==> src/hdl/hpt_pkg.sv <==
// hpt_pkg: shared types and constants for the hashed position table
// no dependencies; imported by every module of the block
package hpt_pkg;

  // table size must be a power of two: the slot is the low key bits
  localparam int unsigned TABLE_ENTRIES = 4096;
  localparam int unsigned IDX_W         = $clog2(TABLE_ENTRIES);

  localparam int MATE_SCORE  = 32000;
  localparam int NONE_SCORE  = 32001;
  localparam int MATE_WINDOW = 500;

  localparam logic [15:0]        EMPTY_MOVE = 16'd0;
  localparam logic signed [15:0] NONE_VAL   = 16'(NONE_SCORE);

  // mate window bounds and saturation limits, 17-bit signed
  localparam logic signed [16:0] MATE_HI = 17'(MATE_SCORE - MATE_WINDOW);
  localparam logic signed [16:0] MATE_LO = 17'(MATE_WINDOW - MATE_SCORE);
  localparam logic signed [16:0] SAT_MAX = 17'sd32767;
  localparam logic signed [16:0] SAT_MIN = -17'sd32768;

  // command codes
  localparam logic CMD_STORE = 1'b0;
  localparam logic CMD_PROBE = 1'b1;

  // command queue between front and back
  localparam int unsigned QUEUE_DEPTH = 2;
  localparam int unsigned QPTR_W      = $clog2(QUEUE_DEPTH);
  localparam int unsigned QCNT_W      = $clog2(QUEUE_DEPTH + 1);

  typedef struct packed {
    logic               cmd;
    logic [63:0]        key;
    logic [15:0]        best_move;
    logic signed [15:0] score;
    logic signed [15:0] static_score;
    logic [7:0]         search_depth;
    logic [1:0]         bound_kind;
    logic [7:0]         entry_age;
    logic               on_pv;
    logic [7:0]         ply_from_root;
  } hpt_in_t;

  typedef struct packed {
    logic               hit;
    logic [15:0]        found_move;
    logic signed [15:0] found_score;
    logic signed [15:0] found_static_score;
    logic signed [15:0] found_depth;
    logic [1:0]         found_bound;
    logic               found_pv;
  } hpt_out_t;

  // classified command as it sits in the queue
  typedef struct packed {
    logic               is_probe;
    logic [63:0]        key;
    logic [15:0]        move;
    logic signed [15:0] score;
    logic signed [15:0] static_score;
    logic [7:0]         depth;
    logic [1:0]         bound;
    logic [7:0]         age;
    logic               pv;
  } hpt_op_t;

  // per-entry metadata word
  typedef struct packed {
    logic [15:0] move;
    logic [7:0]  depth;
    logic [1:0]  bound;
    logic [7:0]  age;
    logic        pv;
    logic        valid;
  } hpt_meta_t;

  typedef struct packed {
    logic full;
    logic empty;
  } hpt_qstat_t;

endpackage

==> src/hdl/hpt_queue.sv <==
// hpt_queue: small command queue between front and back
// depends on hpt_pkg
module hpt_queue import hpt_pkg::*; (
  input  logic       clk_i,
  input  logic       rst_ni,
  input  logic       push_i,
  input  hpt_op_t    push_op_i,
  input  logic       pop_i,
  output hpt_op_t    head_o,
  output hpt_qstat_t qstat_o
);

  hpt_op_t           mem_q [QUEUE_DEPTH];
  logic [QPTR_W-1:0] wr_ptr_q, wr_ptr_d;
  logic [QPTR_W-1:0] rd_ptr_q, rd_ptr_d;
  logic [QCNT_W-1:0] cnt_q, cnt_d;

  assign qstat_o.full  = (cnt_q == QCNT_W'(QUEUE_DEPTH));
  assign qstat_o.empty = (cnt_q == '0);
  assign head_o        = mem_q[rd_ptr_q];

  always_comb begin
    wr_ptr_d = wr_ptr_q;
    rd_ptr_d = rd_ptr_q;
    cnt_d    = cnt_q;
    if (push_i) begin
      wr_ptr_d = (wr_ptr_q == QPTR_W'(QUEUE_DEPTH - 1)) ? '0 : wr_ptr_q + 1'b1;
    end
    if (pop_i) begin
      rd_ptr_d = (rd_ptr_q == QPTR_W'(QUEUE_DEPTH - 1)) ? '0 : rd_ptr_q + 1'b1;
    end
    if (push_i && !pop_i) begin
      cnt_d = cnt_q + 1'b1;
    end else if (pop_i && !push_i) begin
      cnt_d = cnt_q - 1'b1;
    end
  end

  always_ff @(posedge clk_i or negedge rst_ni) begin
    if (!rst_ni) begin
      wr_ptr_q <= '0;
      rd_ptr_q <= '0;
      cnt_q    <= '0;
    end else begin
      wr_ptr_q <= wr_ptr_d;
      rd_ptr_q <= rd_ptr_d;
      cnt_q    <= cnt_d;
    end
  end

  always_ff @(posedge clk_i) begin
    if (push_i) begin
      mem_q[wr_ptr_q] <= push_op_i;
    end
  end

endmodule

==> config.mk <==
export PLATFORM = sky130hd
export DESIGN_NAME = hpt_queue
export DESIGN_NICKNAME = d
export VERILOG_FILES = /design/src/hdl/hpt_pkg.sv /design/src/hdl/hpt_queue.sv
export SDC_FILE = /design/constraint.sdc
export NUM_CORES = 1
export LEC_CHECK = 0
export BUFFER_PORTS_ARGS = -buffer_cell sky130_fd_sc_hd__buf_2
export CORE_UTILIZATION = 56
export CTS_CLUSTER_DIAMETER = 60
export CTS_CLUSTER_SIZE = 10
export DETAILED_ROUTE_END_ITERATION = 7
export PLACE_DENSITY = 0.8
export SLEW_MARGIN = 20
export SYNTH_ARGS = -nofsm -noshare
export SYNTH_HDL_FRONTEND = slang
export SYNTH_SLANG_ARGS = --single-unit
==> constraint.sdc <==
create_clock -name clk_i -period 10.8 [get_ports clk_i]
set_input_delay 1.08 -clock clk_i [delete_from_list [all_inputs] [get_ports clk_i]]
set_output_delay 1.08 -clock clk_i [all_outputs]
set_load 0.01 [all_outputs]
Word-level counts from Yosys, hierarchy flattened
Memories as Yosys holds them, arrays and structs flattened.
Index checks and enable logic that the tools add are counted.
- bits in registers: 4
- output and inout bits: 134
- bits in writable memories: 264
- memories: 1
- logic and storage cells: 21
- memory list (name ; depth ; width ; read ports ; clocked after Yosys merged registers in ; write ports ; RTL line ; RTL):
    mem_q ; 2 ; 132 ; 1 ; 0 ; 1 ; hpt_queue.sv:13 ; hpt_op_t mem_q [QUEUE_DEPTH];
- $add $sub $neg: 4
- muxes and demuxes: 6
- eq/ne operators: 1
- reductions and logical operators: 6
- operators by type and width (operator ; number):
    $mux 1 ; 4
    $mux 2 ; 2
    $add 1x1->1 const B ; 2
    $add 2x1->2 const B ; 1
    $eq 2x2->1 const B ; 1
    $logic_and 1x1->1 ; 2
    $logic_not 1->1 ; 2
    $logic_not 2->1 ; 1
    $reduce_bool 2->1 ; 1
    $sub 2x1->2 const B ; 1

Logic depth before layout (Yosys ltp)
- word-level depth: 4
- depth in mapped cells: 5
- gate-level depth less buffers: 5

Worst setup path before layout
No wires, ideal clock.
- path type: input to register
- start point: in push_i
- end point: mem mem_q[0][0] (netlist name) (enable)
- data required time: 10.159 ns
- buffers on the path: 0
- stages on the path: 1
- data arrival time: 6.799 ns
- path slack: 3.360 ns
- path through: nor2b_1
- longest elaborated chain between the ends: 2
- ends and longest elaborated chain (element ; RTL line ; RTL):
    from (decl) ; hpt_queue.sv:6 ; input logic push_i,
    $mux 1 ; hpt_queue.sv:52 ; if (push_i) begin
    $mux 1 (implied by the code) ; hpt_queue.sv:53 ; mem_q[wr_ptr_q] <= push_op_i;
    to (decl) ; hpt_queue.sv:13 ;
No other way between the ends.

==> impl_metrics.tcl <==
set metrics [dict create \
    period_share_pct 37.4 \
    slew_headroom_pct 34.3 \
    grt_pass1_vias 5111 \
    finalSetupTns_ps 0 \
    antenna_left 0 \
    drt-initial-drc-count 227 \
    period_minus_slack_ps 4040 \
    cp_cell_sequence "buf_6, mux2_2, buf_2" \
    drt-wirelength-per-cell_microns 19.5 \
    p_per_area_mw_per_mm2 265 \
    dp_hpwl_microns 11900 \
    grt_max_degree 75 \
    clkTransAtPathRegs_ps 50 \
    hold_viol 0 \
    layout_common_cells "buf_2 (269), edfxtp_1 (264), mux2_4 (70), mux2_2 (62), clkbuf_16 (31)" \
    seq_power_share_pct 45.4 \
    power_switching_mw 0.902 \
    routed_wl_microns 18600 \
    final_common_cell "buf_2" \
    cts-root-buf "clkbuf_16" \
    grt_use_total_pct 19.7 \
    clock_path_buffers 3 \
    synth_top_family_by_area "multiplexers" \
    required_ps 9720 \
    fp.dieW_microns 136 \
    clk_latency_ps 520 \
    place_congestion 0.745 \
    drc 0 \
    muxShareOfSynthArea_pct 17.5 \
    antenna_found_initial 3 \
    crit_arrival_ps 2960 \
    hold_buffers 0 \
    synthesis.instances 427 \
    yosys_warnings 0 \
    rsz0062_at_grt "no" \
    hold_class "in -> async" \
    worst_ir_drop_vdd_mv 0.221 \
    area_delta_synth_final_pct 23.8 \
    endpoint_kind "primary output" \
    nFillCells 1060 \
    overflow 0 \
    clockPowerShare_pct 26.6 \
    pre_cts_slack_ps 7010 \
    postSynthAreaPerCell_sq_um 23.4 \
    worst_slack_ps 6760 \
    grt_pass1_wl_microns 27400 \
    swShare_pct 27.5 \
    htree_levels 1 \
    status "completed" \
    seq_area_sq_mm 0.00803 \
    postCtsSetupBuffers 0 \
    die_h_microns 136 \
    routed_via_density 5.24 \
    cts_made_buffers 30 \
    start_util_pct 57.6 \
    syn_nets 564 \
    synth_area_sq_mm 0.00999 \
    io_pins 270 \
    critPathLaunchType "register" \
    ys_seq_elements 268 \
    cpMaxStageDelayCell "dfrtp_4" \
    power_frac_comb_pct 28.0 \
    drv_slew 0 \
    tightest_slew_ps 985 \
    critPathMaxStageDelay_ps 1070 \
    finalSetupViolations 0 \
    cp_max_fo 74 \
    core-area_sq_mm 0.0174 \
    synth_fa_ha_area_share_pct 0.125 \
    p_int_mw 2.38 \
    vias 5002 \
    post_cts_resized 0 \
    cts.sinks 268 \
    crit_type "reg -> out" \
    synth-compound-area-share_pct 0 \
    synth.distinct_cells 13 \
    cap_violations 0 \
    max_freq_mhz 247 \
    seq_area_frac_synth_pct 80.3 \
    synth_simple_gate_area_share_pct 0.263 \
    io_buffer_count 269 \
    drive_above_1_share_pct 60.4 \
    utilization_pct 71.3 \
    row_count 48 \
    multi_input_area_sq_mm 0.00184 \
    finClkSkew_ps 13.8 \
    p_leak_nw 4.88 \
    drtPass1Iterations 5 \
    num-nets-final 854 \
    synth_xor_area_share_pct 0.438 \
    die_area_sq_mm 0.0184 \
    tritoncts "done" \
]
power groups by stage:
stage	combinational (mW)	sequential, mW	clock, mW
2_1_floorplan	0.677	1.47	0
3_3_place_gp	0.910	1.50	0
3_5_place_dp	0.928	1.51	0
4_1_cts	0.936	1.49	0.892
5_1_grt	0.983	1.51	0.931
6_report	0.916	1.49	0.872
worst max-delay path, delay by kind of cell (launching register included):
family	cells	cell delay [ps]
buf+inv	2	820
mux	1	410
flops	1	1070
stage by stage:
stage	hold WS (ps)	area, sq um	power [mW]	instances
5_1_grt	330	12400	3.42	954
3_3_place_gp	474	11500	2.41	910
2_1_floorplan	455	9990	2.15	427
4_1_cts	333	12400	3.32	954
6_report	350	12400	3.28	955
3_5_place_dp	487	11500	2.44	910
cell usage after synthesis, drive strengths merged:
cell type	instances	share of area, %
dfrtp	4	1.0
xnor2	1	0.088
mux2	132	18
nor2	2	0.075
and2	1	0.063
xor2	4	0.35
edfxtp	264	79
buf	15	1.3
nor2b	2	0.13
ha	1	0.13
inv	1	0.038
registers in the layout, summed over array words and instances, names as in the netlist:
signal    cells
rd_ptr_q      1
wr_ptr_q      1
mem_q       264
cnt_q         2
area by class of cell:
| class | instances | share of cell area [%] |
|---|---|---|
| Antenna cell | 1 | 0.0202 |
| Clock buffer | 44 | 6.74 |
| Inverter | 1 | 0.0303 |
| Multi-Input combinational cell | 143 | 14.9 |
| Sequential cell | 268 | 64.9 |
| Tap cell | 225 | 2.27 |
| Timing Repair Buffer | 273 | 11.2 |
path summary, 6_finish.rpt:
kind                               start           end  slack (ps)  depth (start not counted)
worst min-delay path              rst_ni      rd_ptr_q         350                          1
worst min register to register  cnt_q[1]      cnt_q[1]         500                          1
worst max register to register  wr_ptr_q  mem_q[1][72]        8320                          2
min in group clk_i              cnt_q[1]      cnt_q[1]         500                          1
worst max-delay path            rd_ptr_q   head_o[116]        6760                          3
max in group asynchronous         rst_ni      rd_ptr_q       10310                          1
kinds of logic (layout without fill, tap and decap cells):
logic type | after synthesis | in the layout
DFF | 268 | 268
muxes | 132 | 132
buffers and inverters | 16 | 318
xor gates and xnor gates | 5 | 5
and+or+nand+nor | 5 | 5
adders and majority gates | 1 | 1
other | 0 | 1
routing by layer:
metal	wire [microns]	up-vias	track usage (%)	part of all wire (%)
li1	-	2278	-	-
met1	7240	2465	24.4	39
met2	9340	222	33.9	50
met3	1670	33	5.46	9.0
met4	313	4	5.06	1.7
met5	16	-	0	0.086
Note: power is estimated with default switching activity, not from simulation.
